[src/sjfs_pkg.sv]
`default_nettype none

package sjfs_pkg;

	// Default capacity of the process table
	localparam int DefMaxProcs = 16;

	localparam int ArrW  = 16;
	localparam int BurW  = 16;
	localparam int TimeW = 21;
	localparam int PnW   = 5;
	localparam int StepW = 4;

	// Result kinds, carried on m_axis_tuser
	typedef enum logic [1:0] {
		KIND_START    = 2'd0,
		KIND_IDLE     = 2'd1,
		KIND_PROC     = 2'd2,
		KIND_OVERFLOW = 2'd3
	} kind_t;

	// Input command, carried on s_axis_tuser
	localparam logic CMD_LOAD = 1'b0;
	localparam logic CMD_RUN  = 1'b1;

	// Datapath operations of one microcode step
	typedef enum logic [2:0] {
		UOP_NONE          = 3'd0,
		UOP_LOAD          = 3'd1,
		UOP_SCAN_MIN_ALL  = 3'd2,
		UOP_SCAN_BEST     = 3'd3,
		UOP_SCAN_MIN_PEND = 3'd4,
		UOP_T_FROM_MIN    = 3'd5,
		UOP_ADVANCE       = 3'd6,
		UOP_CLEAR         = 3'd7
	} uop_t;

	// Source of the result time
	typedef enum logic [1:0] {
		TSRC_ZERO = 2'd0,
		TSRC_MIN  = 2'd1,
		TSRC_SUM  = 2'd2
	} tsrc_t;

	// Source of the last flag
	typedef enum logic [1:0] {
		LAST_NO   = 2'd0,
		LAST_YES  = 2'd1,
		LAST_DONE = 2'd2
	} lsrc_t;

	// Jump conditions: jump to target when true, else fall through; COND_WAIT holds while no transfer
	typedef enum logic [2:0] {
		COND_NEXT      = 3'd0,
		COND_ALWAYS    = 3'd1,
		COND_WAIT      = 3'd2,
		COND_NOT_FULL  = 3'd3,
		COND_NOT_EMPTY = 3'd4,
		COND_SCAN_BUSY = 3'd5,
		COND_FOUND     = 3'd6,
		COND_MORE      = 3'd7
	} cond_t;

	typedef struct packed {
		uop_t              op;
		logic              emit;
		kind_t             kind;
		tsrc_t             tsrc;
		lsrc_t             lsrc;
		cond_t             cond;
		logic [StepW-1:0]  target;
	} ucode_t;

	// Program step labels
	localparam logic [StepW-1:0] ST_WAIT       = 4'd0;
	localparam logic [StepW-1:0] ST_LOAD       = 4'd1;
	localparam logic [StepW-1:0] ST_OVERFLOW   = 4'd2;
	localparam logic [StepW-1:0] ST_RUN        = 4'd3;
	localparam logic [StepW-1:0] ST_EMPTY      = 4'd4;
	localparam logic [StepW-1:0] ST_SCAN_FIRST = 4'd5;
	localparam logic [StepW-1:0] ST_START      = 4'd6;
	localparam logic [StepW-1:0] ST_SCAN_BEST  = 4'd7;
	localparam logic [StepW-1:0] ST_CHECK      = 4'd8;
	localparam logic [StepW-1:0] ST_SCAN_NEXT  = 4'd9;
	localparam logic [StepW-1:0] ST_IDLE       = 4'd10;
	localparam logic [StepW-1:0] ST_DISPATCH   = 4'd11;
	localparam logic [StepW-1:0] ST_CLEAR      = 4'd12;

	// Control store
	function automatic ucode_t ucode_rom(input logic [StepW-1:0] step);
		ucode_t w;
		w = '{op: UOP_NONE, emit: 1'b0, kind: KIND_START, tsrc: TSRC_ZERO,
		      lsrc: LAST_NO, cond: COND_ALWAYS, target: ST_WAIT};
		case (step)
			ST_WAIT: begin
				w.cond   = COND_WAIT;
				w.target = ST_RUN;
			end
			ST_LOAD: begin
				w.op     = UOP_LOAD;
				w.cond   = COND_NOT_FULL;
				w.target = ST_WAIT;
			end
			ST_OVERFLOW: begin
				w.emit = 1'b1;
				w.kind = KIND_OVERFLOW;
			end
			ST_RUN: begin
				w.cond   = COND_NOT_EMPTY;
				w.target = ST_SCAN_FIRST;
			end
			ST_EMPTY: begin
				w.emit = 1'b1;
				w.lsrc = LAST_YES;
			end
			ST_SCAN_FIRST: begin
				w.op     = UOP_SCAN_MIN_ALL;
				w.cond   = COND_SCAN_BUSY;
				w.target = ST_SCAN_FIRST;
			end
			ST_START: begin
				w.op   = UOP_T_FROM_MIN;
				w.emit = 1'b1;
				w.tsrc = TSRC_MIN;
				w.cond = COND_NEXT;
			end
			ST_SCAN_BEST: begin
				w.op     = UOP_SCAN_BEST;
				w.cond   = COND_SCAN_BUSY;
				w.target = ST_SCAN_BEST;
			end
			ST_CHECK: begin
				w.cond   = COND_FOUND;
				w.target = ST_DISPATCH;
			end
			ST_SCAN_NEXT: begin
				w.op     = UOP_SCAN_MIN_PEND;
				w.cond   = COND_SCAN_BUSY;
				w.target = ST_SCAN_NEXT;
			end
			ST_IDLE: begin
				w.op     = UOP_T_FROM_MIN;
				w.emit   = 1'b1;
				w.kind   = KIND_IDLE;
				w.tsrc   = TSRC_MIN;
				w.target = ST_SCAN_BEST;
			end
			ST_DISPATCH: begin
				w.op     = UOP_ADVANCE;
				w.emit   = 1'b1;
				w.kind   = KIND_PROC;
				w.tsrc   = TSRC_SUM;
				w.lsrc   = LAST_DONE;
				w.cond   = COND_MORE;
				w.target = ST_SCAN_BEST;
			end
			ST_CLEAR: begin
				w.op = UOP_CLEAR;
			end
			default: begin
				w.target = ST_WAIT;
			end
		endcase
		return w;
	endfunction

	// Control of the process store
	typedef struct packed {
		logic wr;
		logic clr_one;
		logic clr_all;
	} store_ctl_t;

	// Registered read of one store entry
	typedef struct packed {
		logic            pend;
		logic [ArrW-1:0] arr;
		logic [BurW-1:0] bur;
	} store_rd_t;

endpackage

`default_nettype wire

[src/sjfs_store.sv]
`default_nettype none

module sjfs_store import sjfs_pkg::*; #(
	parameter int MAX_PROCS = DefMaxProcs,
	localparam int IW = (MAX_PROCS > 1) ? $clog2(MAX_PROCS) : 1
) (
	input  wire logic            clk,
	input  wire logic            arst_n,
	input  wire store_ctl_t      ctl,
	input  wire logic [IW-1:0]   wr_addr,
	input  wire logic [ArrW-1:0] wr_arr,
	input  wire logic [BurW-1:0] wr_bur,
	input  wire logic [IW-1:0]   clr_addr,
	input  wire logic [IW-1:0]   rd_addr,
	output store_rd_t            rd
);

	logic [ArrW-1:0] arr_mem [MAX_PROCS];
	logic [BurW-1:0] bur_mem [MAX_PROCS];
	logic [MAX_PROCS-1:0] pend_q;
	store_rd_t rd_q;

	// Table memory: one write port, one registered read port
	always_ff @(posedge clk) begin
		if (ctl.wr) begin
			arr_mem[wr_addr] <= wr_arr;
			bur_mem[wr_addr] <= wr_bur;
		end
		rd_q.arr <= arr_mem[rd_addr];
		rd_q.bur <= bur_mem[rd_addr];
		rd_q.pend <= pend_q[rd_addr];
	end

	// Pending flags
	always_ff @(posedge clk or negedge arst_n) begin
		if (!arst_n) begin
			pend_q <= '0;
		end else if (ctl.clr_all) begin
			pend_q <= '0;
		end else begin
			if (ctl.wr)
				pend_q[wr_addr] <= 1'b1;
			if (ctl.clr_one)
				pend_q[clr_addr] <= 1'b0;
		end
	end

	assign rd = rd_q;

endmodule

`default_nettype wire

[src/sjf_nonpreemptive_scheduler_unit.sv]
`default_nettype none

// Non-preemptive shortest-job-first scheduler. A load transfer (tuser 0) stores one process
// (arrival, burst) in a table of MAX_PROCS entries and gives no result; a load into a full table
// is dropped and gives one overflow result. A run transfer (tuser 1) gives a start result with the
// earliest arrival, then for each dispatch an optional idle result (ending at the next arrival) and
// a process result with its number and completion time; tlast marks the final result, after which
// the table is empty again. A run on an empty table gives only a start result of time zero with
// tlast. Control is a microcoded sequencer stepping over one memory read port; it stalls on a
// result step while a result is held and m_axis_tready is low.
module sjf_nonpreemptive_scheduler_unit import sjfs_pkg::*; #(
	parameter int MAX_PROCS = DefMaxProcs
) (
	input  wire logic        clk,
	input  wire logic        arst_n,
	input  wire logic        s_axis_tvalid,
	output      logic        s_axis_tready,
	input  wire logic [31:0] s_axis_tdata,  // arrival_time[15:0], burst_time[31:16]
	input  wire logic [0:0]  s_axis_tuser,  // command[0]
	output      logic        m_axis_tvalid,
	input  wire logic        m_axis_tready,
	output      logic [31:0] m_axis_tdata,  // process_number[4:0], time_value[25:5], zero fill
	output      logic [1:0]  m_axis_tuser,  // kind[1:0]
	output      logic        m_axis_tlast
);

	localparam int IW  = (MAX_PROCS > 1) ? $clog2(MAX_PROCS) : 1;
	localparam int CW  = $clog2(MAX_PROCS + 1);
	localparam int PSW = (IW + 1 > PnW) ? IW + 1 : PnW;
	localparam logic [CW-1:0] CapCnt = CW'(MAX_PROCS);

	// Sequencer state
	logic [StepW-1:0] step_q, step_d;
	ucode_t uw;
	logic in_xfer, stall, step_go, take, hold, is_scan;

	// Datapath registers
	logic [CW-1:0]    count_q, done_q, sc_q, done_inc;
	logic [ArrW-1:0]  arr_in_q, bur_in_q, min_q;
	logic [TimeW-1:0] t_q, t_sum;
	logic [IW-1:0]    best_q, idx_s1;
	logic [BurW-1:0]  best_bur_q;
	logic [ArrW-1:0]  best_arr_q;
	logic             found_q, vld_s1;
	logic [PSW-1:0]   pn_full;

	// Output register
	logic             out_valid_q, out_last_q;
	kind_t            out_kind_q;
	logic [PnW-1:0]   out_pn_q;
	logic [TimeW-1:0] out_time_q;

	store_ctl_t st_ctl;
	store_rd_t  st_rd;

	sjfs_store #(.MAX_PROCS(MAX_PROCS)) u_store (
		.clk      (clk),
		.arst_n   (arst_n),
		.ctl      (st_ctl),
		.wr_addr  (count_q[IW-1:0]),
		.wr_arr   (arr_in_q),
		.wr_bur   (bur_in_q),
		.clr_addr (best_q),
		.rd_addr  (sc_q[IW-1:0]),
		.rd       (st_rd)
	);

	// Control word decode and next step
	always_comb begin
		uw       = ucode_rom(step_q);
		in_xfer  = s_axis_tvalid && s_axis_tready;
		stall    = uw.emit && out_valid_q && !m_axis_tready;
		step_go  = !stall;
		done_inc = done_q + CW'(1);
		is_scan  = (uw.op == UOP_SCAN_MIN_ALL) || (uw.op == UOP_SCAN_BEST) ||
		           (uw.op == UOP_SCAN_MIN_PEND);
		take = 1'b0;
		hold = 1'b0;
		case (uw.cond)
			COND_NEXT:      take = 1'b0;
			COND_ALWAYS:    take = 1'b1;
			COND_WAIT: begin
				hold = !in_xfer;
				take = in_xfer && (s_axis_tuser[0] == CMD_RUN);
			end
			COND_NOT_FULL:  take = (count_q < CapCnt);
			COND_NOT_EMPTY: take = (count_q != '0);
			COND_SCAN_BUSY: take = (sc_q != count_q);
			COND_FOUND:     take = found_q;
			COND_MORE:      take = (done_inc != count_q);
			default:        take = 1'b0;
		endcase
		if (stall)
			step_d = step_q;
		else if (hold)
			step_d = step_q;
		else if (take)
			step_d = uw.target;
		else
			step_d = step_q + StepW'(1);
	end

	assign s_axis_tready = (step_q == ST_WAIT);

	// Store control
	always_comb begin
		st_ctl.wr      = (uw.op == UOP_LOAD) && (count_q < CapCnt);
		st_ctl.clr_one = (uw.op == UOP_ADVANCE) && step_go;
		st_ctl.clr_all = (uw.op == UOP_CLEAR);
	end

	// Result fields
	assign t_sum   = t_q + TimeW'(best_bur_q);
	assign pn_full = PSW'(best_q) + PSW'(1);

	always_ff @(posedge clk or negedge arst_n) begin
		if (!arst_n) begin
			step_q <= ST_WAIT;
		end else begin
			step_q <= step_d;
		end
	end

	// Input capture
	always_ff @(posedge clk) begin
		if (in_xfer) begin
			arr_in_q <= s_axis_tdata[15:0];
			bur_in_q <= s_axis_tdata[31:16];
		end
	end

	// Scan read pipeline: entry index travels with the registered read
	always_ff @(posedge clk or negedge arst_n) begin
		if (!arst_n) begin
			sc_q   <= '0;
			vld_s1 <= 1'b0;
		end else begin
			vld_s1 <= is_scan && (sc_q != count_q);
			if (is_scan)
				sc_q <= (sc_q == count_q) ? '0 : sc_q + CW'(1);
		end
	end

	always_ff @(posedge clk) begin
		idx_s1 <= sc_q[IW-1:0];
	end

	// Scan accumulators
	always_ff @(posedge clk) begin
		if (is_scan && (sc_q == '0)) begin
			min_q <= '1;
		end else if (vld_s1 && (uw.op == UOP_SCAN_MIN_ALL)) begin
			if (st_rd.arr < min_q)
				min_q <= st_rd.arr;
		end else if (vld_s1 && (uw.op == UOP_SCAN_MIN_PEND)) begin
			if (st_rd.pend && (st_rd.arr < min_q))
				min_q <= st_rd.arr;
		end
		if (vld_s1 && (uw.op == UOP_SCAN_BEST) && st_rd.pend &&
		    (TimeW'(st_rd.arr) <= t_q)) begin
			if (!found_q || (st_rd.bur < best_bur_q) ||
			    ((st_rd.bur == best_bur_q) && (st_rd.arr < best_arr_q))) begin
				best_q     <= idx_s1;
				best_bur_q <= st_rd.bur;
				best_arr_q <= st_rd.arr;
			end
		end
	end

	// Control registers of the run
	always_ff @(posedge clk or negedge arst_n) begin
		if (!arst_n) begin
			count_q <= '0;
			done_q  <= '0;
			t_q     <= '0;
			found_q <= 1'b0;
		end else begin
			if (is_scan && (sc_q == '0))
				found_q <= 1'b0;
			else if (vld_s1 && (uw.op == UOP_SCAN_BEST) && st_rd.pend &&
			         (TimeW'(st_rd.arr) <= t_q))
				found_q <= 1'b1;
			if (step_go) begin
				case (uw.op)
					UOP_LOAD: begin
						if (count_q < CapCnt)
							count_q <= count_q + CW'(1);
					end
					UOP_T_FROM_MIN: t_q <= TimeW'(min_q);
					UOP_ADVANCE: begin
						t_q    <= t_sum;
						done_q <= done_inc;
					end
					UOP_CLEAR: begin
						count_q <= '0;
						done_q  <= '0;
					end
					default: begin
					end
				endcase
			end
		end
	end

	// Output register
	always_ff @(posedge clk or negedge arst_n) begin
		if (!arst_n) begin
			out_valid_q <= 1'b0;
		end else if (uw.emit && step_go) begin
			out_valid_q <= 1'b1;
		end else if (m_axis_tready) begin
			out_valid_q <= 1'b0;
		end
	end

	always_ff @(posedge clk) begin
		if (uw.emit && step_go) begin
			out_kind_q <= uw.kind;
			out_pn_q   <= (uw.kind == KIND_PROC) ? pn_full[PnW-1:0] : '0;
			case (uw.tsrc)
				TSRC_MIN: out_time_q <= TimeW'(min_q);
				TSRC_SUM: out_time_q <= t_sum;
				default:  out_time_q <= '0;
			endcase
			case (uw.lsrc)
				LAST_YES:  out_last_q <= 1'b1;
				LAST_DONE: out_last_q <= (done_inc == count_q);
				default:   out_last_q <= 1'b0;
			endcase
		end
	end

	assign m_axis_tvalid = out_valid_q;
	assign m_axis_tdata  = {6'd0, out_time_q, out_pn_q};
	assign m_axis_tuser  = out_kind_q;
	assign m_axis_tlast  = out_last_q;

	// Checks
	a_count_cap: assert property (@(posedge clk) disable iff (!arst_n)
		count_q <= CapCnt)
		else $error("stored process count beyond capacity");

	a_scan_bound: assert property (@(posedge clk) disable iff (!arst_n)
		is_scan |-> (sc_q <= count_q))
		else $error("scan index ran past the stored processes");

	a_dispatch_found: assert property (@(posedge clk) disable iff (!arst_n)
		(step_q == ST_DISPATCH) |-> found_q)
		else $error("dispatch without an eligible process");

	a_idle_ahead: assert property (@(posedge clk) disable iff (!arst_n)
		(step_q == ST_IDLE) |-> (TimeW'(min_q) > t_q))
		else $error("idle gap does not move time forward");

endmodule

`default_nettype wire
[config.mk]
export PLATFORM = sky130hd
export DESIGN_NAME = sjf_nonpreemptive_scheduler_unit
export DESIGN_NICKNAME = d
export VERILOG_FILES = /design/src/sjfs_pkg.sv /design/src/sjfs_store.sv /design/src/sjf_nonpreemptive_scheduler_unit.sv
export SDC_FILE = /design/constraint.sdc
export NUM_CORES = 1
export LEC_CHECK = 0
export BUFFER_PORTS_ARGS = -buffer_cell sky130_fd_sc_hd__buf_2
export CAP_MARGIN = 20
export CORE_ASPECT_RATIO = 1.1
export CORE_MARGIN = 2
export CORE_UTILIZATION = 24
export DETAILED_ROUTE_END_ITERATION = 12
export PLACE_DENSITY = 0.44
export SLEW_MARGIN = 20
export SYNTH_ARGS = -nofsm -noshare
export SYNTH_HDL_FRONTEND = slang
export SYNTH_HIERARCHICAL = 1
export SYNTH_SLANG_ARGS = --single-unit
[constraint.sdc]
create_clock -name clk -period 10.4 [get_ports clk]
set_input_delay 2.08 -clock clk [delete_from_list [all_inputs] [get_ports clk]]
set_output_delay 2.08 -clock clk [all_outputs]
set_load 0.02 [all_outputs]
* Yosys cells after proc, flatten, opt, wreduce, memory -nomap -nowiden
Memories as Yosys holds them, arrays and structs flattened. A register that Yosys moved wholly into a read port is not among the register bits.
Cells that the tools add are included.
** Word-level totals
- Bits in registers :: 177
- Memory bits (writable) :: 512
- Bits of input ports :: 37
- Memories kept :: 2
** Cells by class
- Add/subtract/negate cells :: 6
- $lt $le $gt $ge :: 10
- Eq/ne operators :: 38
- Mux-type cells :: 37
- Bitwise logic cells :: 5
- Reductions and logical operators :: 48
** Memories
- u_store.arr_mem :: depth 16, bits a word 16, read ports 1, clocked after Yosys merged registers in 1, wr ports 1, RTL line sjfs_store.sv:18 : logic [ArrW-1:0] arr_mem [MAX_PROCS];
- u_store.bur_mem :: depth 16, bits a word 16, read ports 1, clocked after Yosys merged registers in 1, wr ports 1, RTL line sjfs_store.sv:19 : logic [BurW-1:0] bur_mem [MAX_PROCS];
** Operator list (count)
- 16-bit 2-to-1 mux :: 8
- 21-bit one-hot mux with 2 select lines :: 2
- 16-bit less-than comparator :: 3
- 3-bit one-hot mux with 7 select lines :: 2
- 3-bit equality test (second input constant) :: 8
- 21-bit by 16-bit adder with 21-bit output :: 1
- 16-bit by 21-bit less-or-equal comparator with 1-bit output :: 1
- 4-bit equality test (second input constant) :: 5
- 4-bit one-hot mux with 5 select lines :: 1
- 5-bit one-hot mux with 2 select lines :: 2
- 1-bit logical AND :: 18
- 16-bit bitwise AND :: 1
- 16-bit equality test :: 1
- 4-bit by 3-bit equality test with 1-bit output (second input constant) :: 4
- 16-bit NOT :: 1
- 16-bit bitwise OR :: 1
- 5-bit by 1-bit adder with 5-bit output (second input constant) :: 3
- 4-bit by 5-bit less-than comparator with 1-bit output (second input constant) :: 3
- 2-bit nonzero test :: 7
- 3-bit by 2-bit equality test with 1-bit output (second input constant) :: 4
- 1-bit 2-to-1 mux :: 11
- 5-bit equality test :: 2
- 5-bit 2-to-1 mux :: 2
- 5-bit inequality test :: 2
- other kinds (30) :: 51

* Logic depth before layout (Yosys ltp)
- Word-level depth :: 10
- Mapped depth :: 12
- Mapped depth without buffers :: 10

* Modules after synthesis
Netlist, hierarchy kept.
** By module, submodules not included
- sjfs_store :: instances 1, cells each 912, area an instance 20847.5 um2, sequential area each 16435.8 um2
- sjf_nonpreemptive_scheduler_unit :: instances 1, cells each 893, area an instance 9220.1 um2, sequential area each 4389.2 um2

* Worst setup path before layout
OpenSTA, ideal clock, no wires.
- Path kind :: register to register
- From :: register step_q[0]
- To :: memory u_store.arr_mem[2][0], enable pin
- Setup time :: 0.505 ns
- Data arrival time :: 4.892 ns
- Path slack :: 5.004 ns
- Stages on the path, launching flop included :: 8
- Clock period less this slack :: 5.396 ns
- Path through :: dfrtp_1 > ha_1 > o31a_1 > o221ai_1 > and3b_1 > and2_1 > nand2_1 > nor4_1
** RTL lines
- start, declared :: RTL line sjf_nonpreemptive_scheduler_unit.sv:33 : logic [StepW-1:0] step_q, step_d;
- start signal, assigned :: RTL line sjf_nonpreemptive_scheduler_unit.sv:120 : step_q <= step_d;
- end, declared :: RTL line sjfs_store.sv:18

* Worst setup path in the final report
- From :: register step_q[0]
- To :: output s_axis_tready
** Between the ends
- Word-level cells in the longest chain between the ends :: 1
** Ends and longest elaborated chain
- 4-bit zero test :: RTL line sjf_nonpreemptive_scheduler_unit.sv:103 : assign s_axis_tready = (step_q == ST_WAIT);
- end, declared :: RTL line sjf_nonpreemptive_scheduler_unit.sv:17 : output logic s_axis_tready,
Every way passes these cells.

==> impl_metrics.json <==
{
  "vias": 16240,
  "synth_area_um2": 30070,
  "cpLargestDelayFamily": "buffers and inverters",
  "proportion_of_synthesized_chip_area_in_sequential_cells": 0.6926,
  "tritoncts.num_buffers": 81,
  "end_kind": "output port",
  "drt-total-wl_um": 77280,
  "drt_pre_antenna_iters": 7,
  "min_from": "idx_s1[0]$_DFF_P_",
  "die_width_um": 341.5,
  "cts_hold_buf": 0,
  "netlist-cell-type-count": 75,
  "area_growth_syn_to_layout_pct": 16.11,
  "asyncSetResetFlopFracSynth": 0.08183,
  "fp.dieH_um": 375.2,
  "max_cap_violations": 0,
  "final_cell_count_no_fill": 3627,
  "post-route-min-period_ns": 4.346,
  "timing.critical_path.from": "step_q[0]$_DFFE_PN0P_",
  "hold-path-cell-count": 0,
  "first_iter_violations": 1400,
  "met2RoutedLength_um": 38220,
  "vdd.ir_drop.worst_uv": 224.1,
  "route.antenna.remaining_nets": 0,
  "syn_inst": 1805,
  "maxSlewHeadroom": 0.2793,
  "ctsRootBufferMaster": "sky130_fd_sc_hd__clkbuf_16",
  "unrepaired_setup_endpoints_after_global_routing": "no",
  "finalWorstSetupSlack_ns": 6.054,
  "timing.critical_path.arrival_ns": 2.27,
  "p_comb_frac": 0.270,
  "top_cell_type_s_share_of_synthesized_area": 0.6082,
  "drv_slew": 0,
  "critical-path-top-cell-by-count": "sky130_fd_sc_hd__inv_1",
  "ys_warn_count": 6,
  "reg2regPathDepth": 8,
  "dpl.hpwl_um": 45530,
  "worst-setup-path-type": "flip-flop to output port",
  "post-route-util": 0.2799,
  "preCtsSetupSlack_ns": 6.358,
  "synth_ff_type": "sky130_fd_sc_hd__edfxtp_1",
  "p_per_area_nw_per_um2": 273.2,
  "floorplan.rows": 136,
  "reg2reg_setup_slack_ns": 6.51,
  "post_layout_nets": 2033,
  "crit_required_ns": 8.32,
  "critical_path.max_stage_delay_ns": 0.45,
  "groute.usage.overall": 0.1199,
  "critical_path_depth": 5,
  "critical_path.startpoint_type": "flip-flop",
  "hold_slack_ns": 0.4064,
  "synth_enable_flop_cells": 609,
  "setup-tns-final_ns": 0,
  "first_pass_grt_wire_length_um": 113800,
  "holdPathEnd": "best_q[0]$_DFFE_PP_",
  "finalSetupViolations": 0,
  "clk-insertion-delay-late_ns": 0.64,
  "post_route_cells_drive_above_1_share": 0.1822,
  "run_status": "complete, no violations",
  "tritoncts_clock_tree": "built",
  "met3RoutedLength_um": 3035,
  "register_cell_area_after_layout_um2": 20830,
  "critical_path.reg2reg.endpoint": "u_store/bur_mem[7][7]$_DFFE_PP_",
  "cts.sink_count": 721,
  "critical_path_buf_inv_count": 3,
  "drt-vias-per-instance": 4.477,
  "maximum_number_of_pins_on_one_net_before_global_route_repair": 104,
  "crit_fanout": 13,
  "fmax_mhz": 230.1,
  "regToRegStartpoint": "step_q[0]$_DFFE_PN0P_",
  "post-synth-top-area-cell": "sky130_fd_sc_hd__edfxtp_1",
  "cts.repair_timing.setup_buffer_count": 0,
  "largest_cells_by_area_after_synthesis": "sky130_fd_sc_hd__edfxtp_1 (61%), sky130_fd_sc_hd__mux4_2 (8.5%), sky130_fd_sc_hd__dfrtp_1 (4.9%), sky130_fd_sc_hd__ha_1 (3.8%), sky130_fd_sc_hd__dfxtp_1 (3.5%)",
  "floorplan.initialDensity": 0.2411,
  "multi_input_area_um2": 8542,
  "final_common_cell": "sky130_fd_sc_hd__edfxtp_1",
  "power.share.switching": 0.3310,
  "grt.overflow.total": 0,
  "placedCellCount": 3476,
  "type_of_the_most_critical_hold_path": "flip-flop to flip-flop",
  "switching_power_mw": 3.157,
  "power.share.clock": 0.290,
  "worst_slew_pin_slew_ns": 1.081,
  "min_period_over_period": 0.4179,
  "cts.repair.resized": 0,
  "syn_area_per_cell_um2": 16.66,
  "number_of_antenna_violations_at_the_first_check_in_global_routing": 4,
  "intPower_mw": 6.380,
  "fillCellCount": 12420,
  "cts.clk_slew.worst_paths_ns": 0.06,
  "route.layer.met1.wl_um": 34050,
  "max-clock-path-buffers": 3,
  "worstPathCellList": "inv_1 -> ha_1 -> inv_1 -> nor2_1 -> buf_2",
  "static_leakage_power_nw": 12.02,
  "clock-skew-final_ns": 0.02183,
  "detail_route.drc_violations": 0,
  "cts.htree.levels": 3,
  "routedWlPerCell_um": 21.31,
  "final_cell_mix": "sky130_fd_sc_hd__edfxtp_1 (609), sky130_fd_sc_hd__mux4_2 (114), sky130_fd_sc_hd__ha_1 (92), sky130_fd_sc_hd__nand2_1 (87), sky130_fd_sc_hd__inv_1 (85)",
  "top_layer_used": "met4",
  "power.share.sequential": 0.440,
  "timing_hold_violations_final": 0,
  "place_congestion": 0.8011,
  "grt_pass1_vias": 16840,
  "floorplan.core_area_um2": 124700,
  "die_outline_area_um2": 128100,
  "critPathSlowestCell": "sky130_fd_sc_hd__ha_1",
  "io_buffers": 67,
  "io-pin-count": 74,
  "yosys_register_bits": 721
}
## metrics by stage
stage	instance area, µm²	total power [mW]
final	34910	9.537
after global routing	34910	10.07
after CTS	34910	9.691
after detailed placement	32340	6.893
after global placement	32340	6.835
after floorplan	30090	5.984
## flip-flops by register name (all words and copies together) (netlist names), 5 cells and up
signal / flops
arr_in_q: 16
best_arr_q: 16
best_bur_q: 16
bur_in_q: 16
count_q: 5
done_q: 5
min_q: 16
out_pn_q: 5
out_time_q: 21
sc_q: 5
t_q: 21
u_store/arr_mem: 256
u_store/bur_mem: 256
u_store/pend_q: 16
u_store/rd: 33
## layer usage
| metal | vias up | GRT usage |
|---|---|---|
| met5 | - | 0 |
| met4 | 0 | 0.03707 |
| met3 | 119 | 0.01846 |
| met2 | 374 | 0.2054 |
| met1 | 8435 | 0.1553 |
| li1 | 7309 | - |
## synthesized netlist by cell type (all sizes together) (3+ instances only)
cell    count
edfxtp    609
mux4      132
ha         92
nand2      87
inv        85
a22oi      66
nor2       66
a21oi      65
o21ai      65
dfrtp      59
dfxtp      53
buf        48
clkbuf     39
nand3      36
a21o       33
o21a       25
xnor2      23
nor3       19
nand3b     18
nand4      17
a31oi      16
a22o       14
nor2b      14
xor2       13
and2       10
nand2b     10
mux2i       8
a211oi      7
and3        7
nor4        7
a211o       5
and3b       5
o211ai      5
o31a        4
and4        3
nor3b       3
## cell type report
class                           count  share of cell area
Sequential cell                   721              0.5967
Clock buffer                      105             0.06150
Antenna cell                        1          0.00007168
Inverter                           85            0.009139
Clock inverter                     45             0.01215
Tap cell                         1656             0.05935
Timing Repair Buffer               97             0.01641
Multi-Input combinational cell    917              0.2447
## worst register-to-register path: cells and delay by family, from the launching register on
| family | cells | cell delay, ns |
|---|---|---|
| AO/OA/AOI/OAI | 2 | 0.71 |
| buffers and inverters | 1 | 0.58 |
| adder cells (fa/ha/maj) | 1 | 0.51 |
| flip-flops | 1 | 0.43 |
| AND/OR/NAND/NOR | 4 | 1.28 |
## cells by family after synthesis
| kind of cell | Yosys count | synth area share |
|---|---|---|
| flip-flops | 721 | 0.6926 |
| AND/OR/NAND/NOR | 310 | 0.05164 |
| adder cells (fa/ha/maj) | 93 | 0.03895 |
| AO/OA/AOI/OAI | 330 | 0.07316 |
| buffers and inverters | 172 | 0.02838 |
| multiplexers | 142 | 0.1047 |
| other | 1 | 0.0001247 |
| XOR/XNOR | 36 | 0.01049 |
## power by group through the flow
stage | Sequential (mW) | Clock, mW | Combinational (mW)
6_report | 4.20 | 2.77 | 2.57
5_1_grt | 4.27 | 2.96 | 2.83
4_1_cts | 4.22 | 2.85 | 2.62
3_5_place_dp | 4.28 | 0 | 2.62
3_3_place_gp | 4.25 | 0 | 2.59
2_1_floorplan | 4.07 | 0 | 1.91
## worst max path at each step
stage	to	slack, ns
finish	s_axis_tready	6.05
global route	s_axis_tready	5.94
CTS	s_axis_tready	6.03
detailed placement	u_store/pend_q[14]$_DFF_PN0_	6.36
global placement	u_store/pend_q[8]$_DFF_PN0_	6.44
floorplan	u_store/arr_mem[2][0]$_DFFE_PP_	5.00
(Power assumes the default switching activity.)
